`config.mk`:
```
export PLATFORM = sky130hd
export DESIGN_NAME = cart_bank_mapper_with_scanline_irq
export DESIGN_NICKNAME = d
export VERILOG_FILES = /design/src/sv/cbm_pkg.sv /design/src/sv/cbm_core.sv /design/src/sv/cart_bank_mapper_with_scanline_irq.sv
export VERILOG_INCLUDE_DIRS = /design/src /design/src/sv
export SDC_FILE = /design/constraint.sdc
export NUM_CORES = 1
export LEC_CHECK = 0
export BUFFER_PORTS_ARGS = -buffer_cell sky130_fd_sc_hd__buf_4
export CAP_MARGIN = 20
export CORE_ASPECT_RATIO = 0.8
export CORE_MARGIN = 5
export CORE_UTILIZATION = 40
export CTS_CLUSTER_DIAMETER = 200
export CTS_CLUSTER_SIZE = 16
export DETAILED_ROUTE_END_ITERATION = 8
export GPL_ROUTABILITY_DRIVEN = 1
export HOLD_SLACK_MARGIN = 0.06
export PLACE_DENSITY = 0.59
export SETUP_SLACK_MARGIN = 0.4
export SLEW_MARGIN = 20
export SYNTH_ARGS = -nofsm -noshare
export SYNTH_HDL_FRONTEND = slang
export SYNTH_SLANG_ARGS = --single-unit
```
`constraint.sdc`:
```
create_clock -name aclk -period 2.5 [get_ports aclk]
set_input_delay 0.125 -clock aclk [delete_from_list [all_inputs] [get_ports aclk]]
set_output_delay 0.125 -clock aclk [all_outputs]
set_load 0.005 [all_outputs]
```
`src/sv/cart_bank_mapper_with_scanline_irq_defines.svh`:
```
// assertion macros shared by the mapper rtl
`ifndef CART_BANK_MAPPER_WITH_SCANLINE_IRQ_DEFINES_SVH
`define CART_BANK_MAPPER_WITH_SCANLINE_IRQ_DEFINES_SVH

`ifndef SYNTHESIS
// same-cycle implication
`define CBM_ASSERT_IMP(label, clk, rstn, ante, cons) \
    label: assert property (@(posedge clk) disable iff (!rstn) (ante) |-> (cons)) \
        else $error("cbm assertion failed");
// next-cycle implication
`define CBM_ASSERT_NXT(label, clk, rstn, ante, cons) \
    label: assert property (@(posedge clk) disable iff (!rstn) (ante) |=> (cons)) \
        else $error("cbm assertion failed");
`else
`define CBM_ASSERT_IMP(label, clk, rstn, ante, cons)
`define CBM_ASSERT_NXT(label, clk, rstn, ante, cons)
`endif

`endif

```
`src/sv/cbm_pkg.sv`:
```
package cbm_pkg;

    // item kinds
    localparam logic [1:0] MODE_WRITE    = 2'd0;
    localparam logic [1:0] MODE_TICK     = 2'd1;
    localparam logic [1:0] MODE_PRG_LOOK = 2'd2;
    localparam logic [1:0] MODE_CHR_LOOK = 2'd3;

    // register decode on address bits 14:13 and 0
    localparam logic [2:0] REG_BANK_SELECT = 3'b000;
    localparam logic [2:0] REG_BANK_DATA   = 3'b001;
    localparam logic [2:0] REG_IRQ_COUNTER = 3'b100;
    localparam logic [2:0] REG_IRQ_RELOAD  = 3'b101;
    localparam logic [2:0] REG_IRQ_DISABLE = 3'b110;
    localparam logic [2:0] REG_IRQ_ENABLE  = 3'b111;

    // bank data targets
    localparam logic [2:0] SLOT_CHR_PAIR0 = 3'd0;
    localparam logic [2:0] SLOT_CHR_PAIR1 = 3'd1;
    localparam logic [2:0] SLOT_CHR_FIRST = 3'd2;
    localparam logic [2:0] SLOT_CHR_LAST  = 3'd5;
    localparam logic [2:0] SLOT_PRG_FIRST = 3'd6;
    localparam logic [2:0] SLOT_PRG_SECOND = 3'd7;

    localparam int          CHR_ENTRIES   = 8;
    localparam logic [8:0]  PRG_COUNT_RST = 9'd2;

    typedef struct packed {
        logic [1:0]  mode;
        logic [15:0] bus_address;
        logic [7:0]  write_value;
        logic        in_vblank;
    } item_t;

    typedef struct packed {
        logic        irq_request;
        logic [8:0]  bank_number;
        logic [12:0] bank_offset;
        logic        lookup_valid;
        logic        nametable_page;
    } result_t;

endpackage

```
`src/sv/cbm_core.sv`:
```
`include "cart_bank_mapper_with_scanline_irq_defines.svh"

module cbm_core
    import cbm_pkg::*;
(
    input  logic       aclk,
    input  logic       aresetn,
    input  logic       fire,
    input  item_t      item,
    input  logic [8:0] prg_16k_bank_count,
    output result_t    res
);

    logic [7:0] bank_select_reg,     bank_select_next;
    logic [7:0] chr_slot_banks_reg   [CHR_ENTRIES];
    logic [7:0] chr_slot_banks_next  [CHR_ENTRIES];
    logic [7:0] prg_bank_first_reg,  prg_bank_first_next;
    logic [7:0] prg_bank_second_reg, prg_bank_second_next;
    logic       irq_enabled_reg,     irq_enabled_next;
    logic [7:0] irq_counter_reg,     irq_counter_next;
    logic [7:0] irq_reload_reg,      irq_reload_next;
    logic       screen_page_reg,     screen_page_next;

    logic [2:0] reg_code;
    logic [2:0] data_slot;
    logic [2:0] chr_index;
    logic [8:0] prg_last;
    logic [8:0] prg_prev;
    logic       prg_swap;

    assign reg_code  = {item.bus_address[14:13], item.bus_address[0]};
    assign data_slot = bank_select_reg[2:0];
    assign chr_index = item.bus_address[12:10] ^ {bank_select_reg[7], 2'b00};
    assign prg_last  = {prg_16k_bank_count[7:0], 1'b0} - 9'd1;
    assign prg_prev  = prg_last - 9'd1;
    assign prg_swap  = bank_select_reg[6];

    always_comb begin
        bank_select_next     = bank_select_reg;
        chr_slot_banks_next  = chr_slot_banks_reg;
        prg_bank_first_next  = prg_bank_first_reg;
        prg_bank_second_next = prg_bank_second_reg;
        irq_enabled_next     = irq_enabled_reg;
        irq_counter_next     = irq_counter_reg;
        irq_reload_next      = irq_reload_reg;
        screen_page_next     = screen_page_reg;
        res                  = '0;

        case (item.mode)
            MODE_WRITE: begin
                if (item.bus_address[15]) begin
                    unique case (reg_code)
                        REG_BANK_SELECT: bank_select_next = item.write_value;
                        REG_BANK_DATA: begin
                            if (data_slot[2:1] != 2'b11) begin
                                screen_page_next = item.write_value[7];
                            end
                            case (data_slot) inside
                                SLOT_CHR_PAIR0: begin
                                    chr_slot_banks_next[0] = {item.write_value[7:1], 1'b0};
                                    chr_slot_banks_next[1] = {item.write_value[7:1], 1'b1};
                                end
                                SLOT_CHR_PAIR1: begin
                                    chr_slot_banks_next[2] = {item.write_value[7:1], 1'b0};
                                    chr_slot_banks_next[3] = {item.write_value[7:1], 1'b1};
                                end
                                [SLOT_CHR_FIRST:SLOT_CHR_LAST]: begin
                                    chr_slot_banks_next[data_slot + 3'd2] = item.write_value;
                                end
                                SLOT_PRG_FIRST:  prg_bank_first_next  = item.write_value;
                                SLOT_PRG_SECOND: prg_bank_second_next = item.write_value;
                                default: ;
                            endcase
                        end
                        REG_IRQ_COUNTER: irq_counter_next = item.write_value;
                        REG_IRQ_RELOAD:  irq_reload_next  = item.write_value;
                        REG_IRQ_DISABLE: irq_enabled_next = 1'b0;
                        REG_IRQ_ENABLE:  irq_enabled_next = 1'b1;
                        // mirroring registers, not used here
                        default: ;
                    endcase
                end
            end
            MODE_TICK: begin
                if (irq_enabled_reg && !item.in_vblank) begin
                    if (irq_counter_reg == 8'd0) begin
                        irq_counter_next = irq_reload_reg;
                        res.irq_request  = 1'b1;
                    end else begin
                        irq_counter_next = irq_counter_reg - 8'd1;
                    end
                end
            end
            MODE_PRG_LOOK: begin
                if (item.bus_address[15]) begin
                    case (item.bus_address[14:13])
                        2'd0:    res.bank_number = prg_swap ? prg_prev
                                                            : {1'b0, prg_bank_first_reg};
                        2'd1:    res.bank_number = {1'b0, prg_bank_second_reg};
                        2'd2:    res.bank_number = prg_swap ? {1'b0, prg_bank_first_reg}
                                                            : prg_prev;
                        default: res.bank_number = prg_last;
                    endcase
                    res.bank_offset  = item.bus_address[12:0];
                    res.lookup_valid = 1'b1;
                end
            end
            default: begin
                if (item.bus_address[15:13] == 3'd0) begin
                    res.bank_number  = {1'b0, chr_slot_banks_reg[chr_index]};
                    res.bank_offset  = {3'd0, item.bus_address[9:0]};
                    res.lookup_valid = 1'b1;
                end
            end
        endcase

        res.nametable_page = screen_page_next;
    end

    always_ff @(posedge aclk) begin
        if (!aresetn) begin
            bank_select_reg     <= '0;
            for (int i = 0; i < CHR_ENTRIES; i++) begin
                chr_slot_banks_reg[i] <= 8'(i);
            end
            prg_bank_first_reg  <= 8'd0;
            prg_bank_second_reg <= 8'd1;
            irq_enabled_reg     <= 1'b0;
            irq_counter_reg     <= '0;
            irq_reload_reg      <= '0;
            screen_page_reg     <= 1'b0;
        end else if (fire) begin
            bank_select_reg     <= bank_select_next;
            chr_slot_banks_reg  <= chr_slot_banks_next;
            prg_bank_first_reg  <= prg_bank_first_next;
            prg_bank_second_reg <= prg_bank_second_next;
            irq_enabled_reg     <= irq_enabled_next;
            irq_counter_reg     <= irq_counter_next;
            irq_reload_reg      <= irq_reload_next;
            screen_page_reg     <= screen_page_next;
        end
    end

    `CBM_ASSERT_NXT(a_tick_reload, aclk, aresetn,
        fire && item.mode == MODE_TICK && irq_enabled_reg && !item.in_vblank
            && irq_counter_reg == 8'd0,
        irq_counter_reg == $past(irq_reload_reg))
    `CBM_ASSERT_IMP(a_irq_only_on_tick, aclk, aresetn,
        res.irq_request,
        item.mode == MODE_TICK && irq_enabled_reg && irq_counter_reg == 8'd0)
    `CBM_ASSERT_IMP(a_chr_pairs, aclk, aresetn,
        1'b1,
        !chr_slot_banks_reg[0][0] && chr_slot_banks_reg[1] == {chr_slot_banks_reg[0][7:1], 1'b1}
            && !chr_slot_banks_reg[2][0]
            && chr_slot_banks_reg[3] == {chr_slot_banks_reg[2][7:1], 1'b1})

endmodule

```
`src/sv/cart_bank_mapper_with_scanline_irq.sv`:
```
// channel  direction  handshake            payload
// s_       in         s_tvalid / s_tready  bus events: write, tick, prg or chr lookup
// m_       out        m_tvalid / m_tready  one result transaction per event
// cfg_     in         cfg_valid / cfg_ready prg_16k_bank_count
//
// one transaction per cycle sustained while m_tready is high; m_tvalid rises once the
// event has gone through the input register, then mapper logic into the result register
// synchronous active-low reset returns all bank, irq and config state to defaults
// a stall on m_ backs up through the two registers to s_tready; cfg_ready is always high

`include "cart_bank_mapper_with_scanline_irq_defines.svh"

module cart_bank_mapper_with_scanline_irq
    import cbm_pkg::*;
(
    input  logic        aclk,
    input  logic        aresetn,

    input  logic        s_tvalid,
    output logic        s_tready,
    input  logic [31:0] s_tdata,   // bus_address, write_value, in_vblank, zero pad
    input  logic [1:0]  s_tuser,   // mode

    output logic        m_tvalid,
    input  logic        m_tready,
    output logic [23:0] m_tdata,   // irq_request, bank_number, bank_offset, nametable_page
    output logic        m_tuser,   // lookup_valid

    input  logic        cfg_valid,
    output logic        cfg_ready,
    input  logic [8:0]  cfg_data
);

    logic       in_valid_reg;
    item_t      item_reg;
    logic       out_valid_reg;
    result_t    res_reg;
    logic [8:0] prg_count_reg;
    result_t    core_res;
    logic       fire;

    assign fire      = in_valid_reg && (!out_valid_reg || m_tready);
    assign s_tready  = !in_valid_reg || fire;
    assign cfg_ready = 1'b1;

    always_ff @(posedge aclk) begin
        if (!aresetn) begin
            in_valid_reg  <= 1'b0;
            out_valid_reg <= 1'b0;
            prg_count_reg <= PRG_COUNT_RST;
        end else begin
            if (cfg_valid) begin
                prg_count_reg <= cfg_data;
            end
            if (s_tvalid && s_tready) begin
                in_valid_reg <= 1'b1;
            end else if (fire) begin
                in_valid_reg <= 1'b0;
            end
            if (fire) begin
                out_valid_reg <= 1'b1;
            end else if (m_tready) begin
                out_valid_reg <= 1'b0;
            end
        end
    end

    // payload registers
    always_ff @(posedge aclk) begin
        if (s_tvalid && s_tready) begin
            item_reg.mode        <= s_tuser;
            item_reg.bus_address <= s_tdata[15:0];
            item_reg.write_value <= s_tdata[23:16];
            item_reg.in_vblank   <= s_tdata[24];
        end
        if (fire) begin
            res_reg <= core_res;
        end
    end

    cbm_core u_core (
        .aclk               (aclk),
        .aresetn            (aresetn),
        .fire               (fire),
        .item               (item_reg),
        .prg_16k_bank_count (prg_count_reg),
        .res                (core_res)
    );

    assign m_tvalid = out_valid_reg;
    assign m_tdata  = {res_reg.nametable_page, res_reg.bank_offset,
                       res_reg.bank_number, res_reg.irq_request};
    assign m_tuser  = res_reg.lookup_valid;

    `CBM_ASSERT_NXT(a_fire_fills_output, aclk, aresetn,
        fire,
        out_valid_reg)
    `CBM_ASSERT_NXT(a_held_item_stable, aclk, aresetn,
        in_valid_reg && !fire,
        in_valid_reg && $stable(item_reg))
    `CBM_ASSERT_NXT(a_write_gives_no_lookup, aclk, aresetn,
        fire && item_reg.mode == MODE_WRITE,
        !res_reg.lookup_valid && !res_reg.irq_request && res_reg.bank_number == 9'd0)

endmodule
```
==> metrics.txt, run 1 <==
Hold Crit Class=input port to register; initial DRC count=431; Initial Util=0.4111; critical path type=register to register; Worst Setup Start Kind=register; fin. max-slew vios=0; top cells by count, synth=dfxtp_1, o21ai_0, nand3_1, edfxtp_1, nand2_1; Critical Path Sink Type=register; P_leak=3.374 nW; min-delay src=cfg_valid; DR WL/cell=17.48 um; worst hold slack=0.07922 ns; Die Height=127.2 um; CTS tree=built; Reg area=3824 um2; part of the Yosys area used for sequential elements=0.5565; H-tree levels=4; WP data arrival=2.34 ns; Syn Area/Cell=10.57 um2; Worst R2R Start=u_core.irq_counter_reg[2]; routed vias/inst=5.390; max reg flops=64; clock buffer depth=2; # fillers=1467; placed inst area=7590 um2; worst slew pin tran=0.8091 ns; first-pass GRT wire length=27970 um; status=complete, no violations; GPL Wtd Cong=0.7880; Final Skew=0.006058 ns; CTS buffer count=17; post-synth top area share=0.3293; Max Fclk=495.7 MHz; vias in the first global route=5315; initial antenna violation count=0; gr usage total=0.1796; leading post-synthesis cells by cell area=dfxtp_1, edfxtp_1, o21ai_0, mux2i_1, mux4_2; CP max FO=13; Syn Nets=701; slew margin rel.=0.4593; Cell variety after synth=51; CTS Sinks=165; clk_lat worst skew=0.43 ns; Antenna Cells=0; chip width=156.5 um; grt ovf=0; ys async rst share=0; final worst path period need=2.017 ns; Critical Path Start=u_core.irq_counter_reg[2]; Cell Area, Synth=6870 um2; Die ar.=19910 um2; Syn. warnings=0; Post-synth EDFFs=52; Tcrit/Tclk final=0.8069; HPWL after detailed placement=11440 um; Post-route DRC=0; via count=5309; total power per unit cell area=682.1 nW/um2; layout cells sized above 1=0.1974; Multi-input gate area=2810 um2; Core Area=16710 um2; NumNets Final=803; DRT antenna net count=0; count leader, synth=dfxtp_1; Synth area leader=dfxtp_1; worst vdd ir=0.4421 mV; DRT Wirelength=17210 um; row count=42; I/O pins=76; Post-Layout Inst Area=8691 um2; pin count of the biggest net entering global routing=101; Mapped Cells=650; CTS root buffer=clkbuf_16; Critical Path RT=2.82 ns; Port Buffers=66; Synth Register Bits=165; Final TNS setup=0 ns; Primary FF master, synth=dfxtp_1; DRT Pass-1 Iters=5; Fin. Hold Viols=0; Clock transition at path regs=0.07 ns; RSZ-0062 raised after global routing=no; Setup-failing EPs final=0; max_cap viols=0; Area Overhead vs Synth=26.50%
what timing repair did:
item	4_1_cts	5_1_grt
endpoints found under the setup margin	30	45
hold buffers	43	0
hold endpoints to repair	37	0
setup buffers	1	3
pin swaps	1	0
gates resized for setup	2	6
metrics by stage:
stage | worst slack [ns] | total power, mW | util | instances
global route | 0.4121 | 6.164 | 0.5201 | 985
finish | 0.4828 | 5.928 | 0.5201 | 985
CTS | 0.3927 | 5.975 | 0.5170 | 982
global placement | 0.2198 | 3.246 | 0.4542 | 906
floorplan | 0.6406 | 3.100 | - | 650
detailed placement | 0.1457 | 3.255 | 0.4542 | 906
report_power, final:
part | switching (mW) | internal (mW)
clock network | 1.09 | 1.58
logic | 0.210 | 0.195
registers | 0.0389 | 2.82
total | 1.34 | 4.59
layout by cell type (no fill, tap or decap), types with 13 or more instances in the layout:
master         instances
a21oi_1               13
buf_4                 85
clkbuf_16             17
dfxtp_1              113
dlygate4sd3_1         43
edfxtp_1              52
inv_1                 14
mux2i_1               40
mux4_2                16
nand2_1               51
nand3_1               59
nor2_1                36
o21ai_0               81
kinds of logic after synthesis:
group	Yosys count	share of synthesized area
multiplexers	57	0.1124
other	1	0.0005458
AO/OA/AOI/OAI	135	0.1124
adder cells (fa/ha/maj)	3	0.005464
XOR/XNOR	13	0.01657
AND/OR/NAND/NOR	213	0.1579
flip-flops	165	0.5565
buffers and inverters	63	0.03824
metal layers:
metal | share of wire | vias up | global-route usage
met1 | 0.48 | 2581 | 0.2491
met4 | 0.017 | 0 | 0.06276
li1 | - | 2572 | -
met3 | 0.056 | 23 | 0.04226
met2 | 0.45 | 133 | 0.2767
met5 | 0 | - | 0
final timing paths:
path,to,slack (ns),depth (start not counted)
hold / removal,prg_count_reg[0],0.08,3
hold reg to reg,u_core.chr_slot_banks_reg[48],0.44,1
setup / recovery,u_core.irq_counter_reg[1],0.48,5
setup reg to reg,u_core.irq_counter_reg[1],0.48,5
area by class of cell:
| cell class | instances | share of cell area |
|---|---|---|
| clock buffers | 18 | 0.04938 |
| clock inverters | 14 | 0.02030 |
| repair buffers | 131 | 0.1289 |
| multi-input cells | 422 | 0.3234 |
| well taps | 220 | 0.03167 |
| inverters | 15 | 0.006479 |
| flip-flops and latches | 165 | 0.4400 |
critical path: stages, from the launching register on:
cell	delay, ns
dfxtp_1	0.36
or4_4	0.58
or3_4	0.48
o21ai_1	0.17
a21oi_1	0.07
o221a_2	0.25
Power figures use the tool's default switching activity.
==> run 2: changes to the inputs <==
--- a/config.mk
+++ b/config.mk
@@ -16,7 +16,7 @@
 export DETAILED_ROUTE_END_ITERATION = 8
 export GPL_ROUTABILITY_DRIVEN = 1
 export HOLD_SLACK_MARGIN = 0.06
-export PLACE_DENSITY = 0.59
+export PLACE_DENSITY = 0.57
 export SETUP_SLACK_MARGIN = 0.4
 export SLEW_MARGIN = 20
 export SYNTH_ARGS = -nofsm -noshare
==> constraint.sdc (replaced) <==
create_clock -name aclk -period 1.95 [get_ports aclk]
set_input_delay 0.0975 -clock aclk [delete_from_list [all_inputs] [get_ports aclk]]
set_output_delay 0.0975 -clock aclk [all_outputs]
set_load 0.005 [all_outputs]
==> metrics.txt, run 2 (synthesis results as in run 1) <==
status=complete, no violations (unchanged); layout cells sized above 1=0.3788 (was 0.1974); DRT Pass-1 Iters=5 (unchanged); Tcrit/Tclk final=0.9423 (was 0.8069); Clk network pwr share=0.436 (was 0.450); Post-route DRC=0 (unchanged); Antenna Cells=0 (unchanged); WP data arrival=2.15 ns (was 2.34 ns); grt ovf=0 (unchanged); Final TNS setup=0 ns (unchanged); Setup-failing EPs final=0 (unchanged); switching power total=1.730 mW (was 1.335 mW); clk_lat worst skew=0.43 ns (about the same); RSZ-0062 raised after global routing=yes (was no); Area Overhead vs Synth=45.04% (was 26.50%); Die ar.=19910 um2 (unchanged); CTS buffer count=17 (unchanged); max_cap viols=0 (unchanged); sw frac=0.2263 (was 0.2252); DR WL/cell=18.77 um (was 17.48 um); gr usage total=0.1994 (was 0.1796); Fin. Hold Viols=0 (unchanged); Critical Path RT=2.26 ns (was 2.82 ns); initial antenna violation count=0 (unchanged); H-tree levels=4 (unchanged); initial DRC count=406 (was 431); routed vias/inst=5.435 (was 5.390); Core Area=16710 um2 (unchanged); worst slew pin tran=0.5302 ns (was 0.8091 ns); CTS root buffer=clkbuf_16 (unchanged); Hold Crit Class=input port to register (unchanged); max reg flops=64 (unchanged); row count=42 (unchanged); vias in the first global route=5815 (was 5315); sequential share of power=0.480 (was 0.482); DRT antenna net count=0 (unchanged); total power per unit cell area=767.3 nW/um2 (was 682.1 nW/um2); Critical Path Sink Type=register (unchanged); Initial Util=0.4111 (unchanged); CTS tree=built (unchanged); P_leak=3.864 nW (was 3.374 nW); fin. max-slew vios=0 (unchanged); Port Buffers=66 (unchanged); critical path type=register to register (unchanged); Reg area=3832 um2 (was 3824 um2); HPWL after detailed placement=11780 um (was 11440 um); Max Fclk=544.2 MHz (was 495.7 MHz); Worst Setup Start Kind=register (unchanged); I/O pins=76 (unchanged); Gate power share=0.084 (was 0.068); pin count of the biggest net entering global routing=48 (was 101); Final Skew=0.01323 ns (was 0.006058 ns); CP max FO=7 (was 13); total internal power=5.915 mW (was 4.593 mW); DRT Wirelength=19690 um (was 17210 um); first-pass GRT wire length=30820 um (was 27970 um); Clock transition at path regs=0.06 ns (was 0.07 ns); chip width=156.5 um (unchanged); GPL Wtd Cong=0.8352 (was 0.7880); NumNets Final=867 (was 803); fin util=0.5963 (was 0.5201); # fillers=1361 (was 1467); CTS Sinks=165 (unchanged); most frequent cells in the layout=buf_4, dfxtp_1, edfxtp_1 (was dfxtp_1, buf_4, o21ai_0); final worst path period need=1.837 ns (was 2.017 ns); most common cell after layout, fill and taps aside=buf_4 (was dfxtp_1); clock buffer depth=2 (unchanged); via count=5701 (was 5309); Multi-input gate area=3410 um2 (was 2810 um2); worst vdd ir=0.6437 mV (was 0.4421 mV); slew margin rel.=0.6452 (was 0.4593); Die Height=127.2 um (unchanged)
[run 2: what timing repair did]
| item | CTS | global route |
|---|---|---|
| pin swaps | 27 | 11 |
| setup buffers | 23 | 10 |
| hold buffers | 46 | 0 |
| setup endpoints to repair | 114 | 121 |
| resized for setup | 67 | 59 |
| gates cloned | 12 | 3 |
| hold endpoints to repair | 44 | 0 |
[run 2: stage by stage]
| stage | setup WS (ns) | power, mW | cell area [um2] | std cells | hold WS (ns) |
|---|---|---|---|---|---|
| floorplan | 0.1287 | 3.997 | 7216 | 650 | 0.1964 |
| global placement | -0.002142 | 4.207 | 7978 | 923 | 0.2760 |
| detailed placement | -0.03769 | 4.216 | 7978 | 923 | 0.2768 |
| CTS | 0.1605 | 7.655 | 9642 | 1036 | 0.06354 |
| global route | 0.05526 | 7.910 | 9965 | 1049 | 0.1278 |
| finish | 0.1125 | 7.645 | 9965 | 1049 | 0.08245 |
[run 2: path summary, 6_finish.rpt]
kind	startpoint	end	slack [ns]	cells past startpoint
max	item_reg[25]	u_core.chr_slot_banks_reg[7]	0.11	8
min	m_tready	u_core.screen_page_reg	0.08	4
max reg2reg	item_reg[25]	u_core.chr_slot_banks_reg[7]	0.11	8
min reg2reg	u_core.chr_slot_banks_reg[54]	u_core.chr_slot_banks_reg[54]	0.45	2
[run 2: metal layers]
| metal | up-vias | part of all wire | global-route usage | routed length, um |
|---|---|---|---|---|
| met5 | - | 0 | 0 | 0 |
| met4 | 0 | 0.020 | 0.06888 | 397 |
| met3 | 24 | 0.054 | 0.04801 | 1060 |
| met2 | 171 | 0.47 | 0.3191 | 9319 |
| met1 | 2785 | 0.45 | 0.2658 | 8914 |
| li1 | 2721 | - | - | - |
[run 2: layout make-up]
| class | count | share of cell area |
|---|---|---|
| clock buffer | 20 | 0.04684 |
| inverter | 15 | 0.005650 |
| timing repair buffer | 188 | 0.1803 |
| clock inverter | 12 | 0.01281 |
| tap | 220 | 0.02762 |
| multi-input combinational | 429 | 0.3422 |
| sequential | 165 | 0.3846 |
[run 2: critical path: stages (launching register included)]
cell and delay [ns]:
edfxtp_1 0.41, and4bb_2 0.35, and4_4 0.27, buf_12 0.13
nand4b_1 0.14, buf_4 0.19, buf_8 0.13, nand3_2 0.05
o21ai_1 0.05
[run 2: power groups by stage]
| stage | combinational [mW] | sequential (mW) | clock [mW] |
|---|---|---|---|
| after floorplan | 0.274 | 3.72 | 0 |
| after global placement | 0.468 | 3.74 | 0 |
| after detailed placement | 0.475 | 3.74 | 0 |
| after CTS | 0.599 | 3.67 | 3.39 |
| after global routing | 0.691 | 3.68 | 3.54 |
| final | 0.643 | 3.67 | 3.33 |
==> run 3: changes to the inputs <==
==> constraint.sdc (replaced) <==
create_clock -name aclk -period 2.2 [get_ports aclk]
set_input_delay 0.11 -clock aclk [delete_from_list [all_inputs] [get_ports aclk]]
set_output_delay 0.11 -clock aclk [all_outputs]
set_load 0.005 [all_outputs]
==> metrics.txt, run 3 (synthesis results as in run 1) <==
Hold Crit Class=input port to register (unchanged); Initial Util=0.4111 (unchanged); Worst Setup Start Kind=register (unchanged); Critical Path RT=2.51 ns (was 2.26 ns); gr usage total=0.1782 (was 0.1994); first-pass GRT wire length=27830 um (was 30820 um); vias in the first global route=5327 (was 5815); Post-route DRC=0 (unchanged); HPWL after detailed placement=11540 um (was 11780 um); P_leak=3.608 nW (was 3.864 nW); CP max FO=5 (was 7); dpl ws=0.1772 ns (was -0.03769 ns); Antenna Cells=0 (unchanged); most frequent cells in the layout=dfxtp_1, buf_4, o21ai_0 (was buf_4, dfxtp_1, edfxtp_1); worst slew pin tran=0.6018 ns (was 0.5302 ns); met3 Use GR=0.04158 (was 0.04801); RSZ-0062 raised after global routing=yes (unchanged); routed vias/inst=5.349 (was 5.435); initial antenna violation count=0 (unchanged); CTS Sinks=165 (unchanged); DRT antenna net count=0 (unchanged); H-tree levels=4 (unchanged); CTS buffer count=17 (unchanged); via count=5451 (was 5701); Max Fclk=543.0 MHz (was 544.2 MHz); most common cell after layout, fill and taps aside=dfxtp_1 (was buf_4); final setup margin=0.3585 ns (was 0.1125 ns); GPL Wtd Cong=0.8312 (was 0.8352); slew margin rel.=0.5983 (was 0.6452); Critical Path Sink Type=register (unchanged); Port Buffers=66 (unchanged); NumNets Final=837 (was 867); Die Height=127.2 um (unchanged); worst vdd ir=0.6212 mV (was 0.6437 mV); layout cells sized above 1=0.2603 (was 0.3788); Final TNS setup=0 ns (unchanged); WP data arrival=2.16 ns (was 2.15 ns); clock buffer depth=2 (unchanged); gr busiest metal=met2 (unchanged); DRT Wirelength=18060 um (was 19690 um); Tcrit/Tclk final=0.8371 (was 0.9423); Clock transition at path regs=0.06 ns (about the same); met2 Track Usage GR=0.2783 (was 0.3191); grt ovf=0 (unchanged); Final Skew=0.009314 ns (was 0.01323 ns); row count=42 (unchanged); worst hold slack=0.08253 ns (was 0.08245 ns); CTS root buffer=clkbuf_16 (unchanged); I/O pins=76 (unchanged); Core Area=16710 um2 (unchanged); clk_lat worst skew=0.43 ns (about the same); initial DRC count=430 (was 406); Fin. Hold Viols=0 (unchanged); fin. max-slew vios=0 (unchanged); Die ar.=19910 um2 (unchanged); max_cap viols=0 (unchanged); met1 usage=0.2477 (was 0.2658); fin util=0.5523 (was 0.5963); final worst path period need=1.842 ns (was 1.837 ns); Setup-failing EPs final=0 (unchanged); Area Overhead vs Synth=34.35% (was 45.04%); DRT Pass-1 Iters=4 (was 5); chip width=156.5 um (unchanged); total power per unit cell area=729.0 nW/um2 (was 767.3 nW/um2); DR WL/cell=17.73 um (was 18.77 um); critical path type=register to register (unchanged); CTS tree=built (unchanged); status=complete, no violations (unchanged); pin count of the biggest net entering global routing=81 (was 48); max reg flops=64 (unchanged)
==> run 3: cell count changes in the layout (fill, tap and decap cells not counted), moves of 4 or more <==
cell and change:
mux2i_1 +6, nand3_1 +28, buf_4 -13, o21ai_0 +50, nor3_2 -4, o21ai_2 -17, o21ai_1 -33, buf_16 -4
nor3_1 +4, buf_6 -7, nand3_2 -28
==> run 3: worst max-delay path, stage by stage, from the launching register on <==
cell and delay, ns:
dfxtp_4 0.35, or4_4 0.53, or3_4 0.40, o21ai_2 0.17
a21oi_1 0.05, o221a_2 0.22
==> run 3: layout make-up <==
class | count | area (um2)
fill | 1431 | 7481
clock inverter | 13 | 157.7
timing repair buffer | 162 | 1475
clock buffer | 19 | 432.9
inverter | 15 | 60.06
multi-input combinational | 425 | 2999
sequential | 165 | 3830
tap | 220 | 275.3
==> run 3: layer usage <==
metal	vias up	part of all wire
met5	-	0
met4	0	0.012
met3	20	0.061
met2	151	0.46
met1	2640	0.46
li1	2640	-
==> run 3: path summary, 6_finish.rpt <==
| kind | start | endpoint | slack, ns | cells past startpoint |
|---|---|---|---|---|
| setup / recovery | u_core.irq_counter_reg[3] | u_core.irq_counter_reg[1] | 0.36 | 5 |
| hold / removal | cfg_valid | prg_count_reg[0] | 0.08 | 3 |
| setup reg to reg | u_core.irq_counter_reg[3] | u_core.irq_counter_reg[1] | 0.36 | 5 |
| hold reg to reg | u_core.chr_slot_banks_reg[32] | u_core.chr_slot_banks_reg[32] | 0.45 | 1 |
==> run 3: metrics by stage <==
step                instances  power [mW]  cell area [um2]
finish                   1019       6.729             9230
floorplan                 650       3.525             6922
global route             1019       6.963             9230
global placement          915       3.702             7691
CTS                      1004       6.762             8901
detailed placement        915       3.711             7691
==> run 3: repair_timing <==
| item | 4_1_cts | 5_1_grt |
|---|---|---|
| hold endpoints to repair | 46 | 0 |
| gates resized for setup | 19 | 55 |
| buffers inserted | 8 | 10 |
| hold buffers | 47 | 0 |
| setup endpoints to repair | 70 | 91 |
| gates cloned | 2 | 5 |
| pin swaps | 8 | 11 |
==> run 3: where the power goes <==
group	total [mW]	switching [mW]	internal, mW
clock network	2.98	1.20	1.78
registers	3.25	0.0465	3.20
logic	0.497	0.250	0.246
total	6.73	1.50	5.23
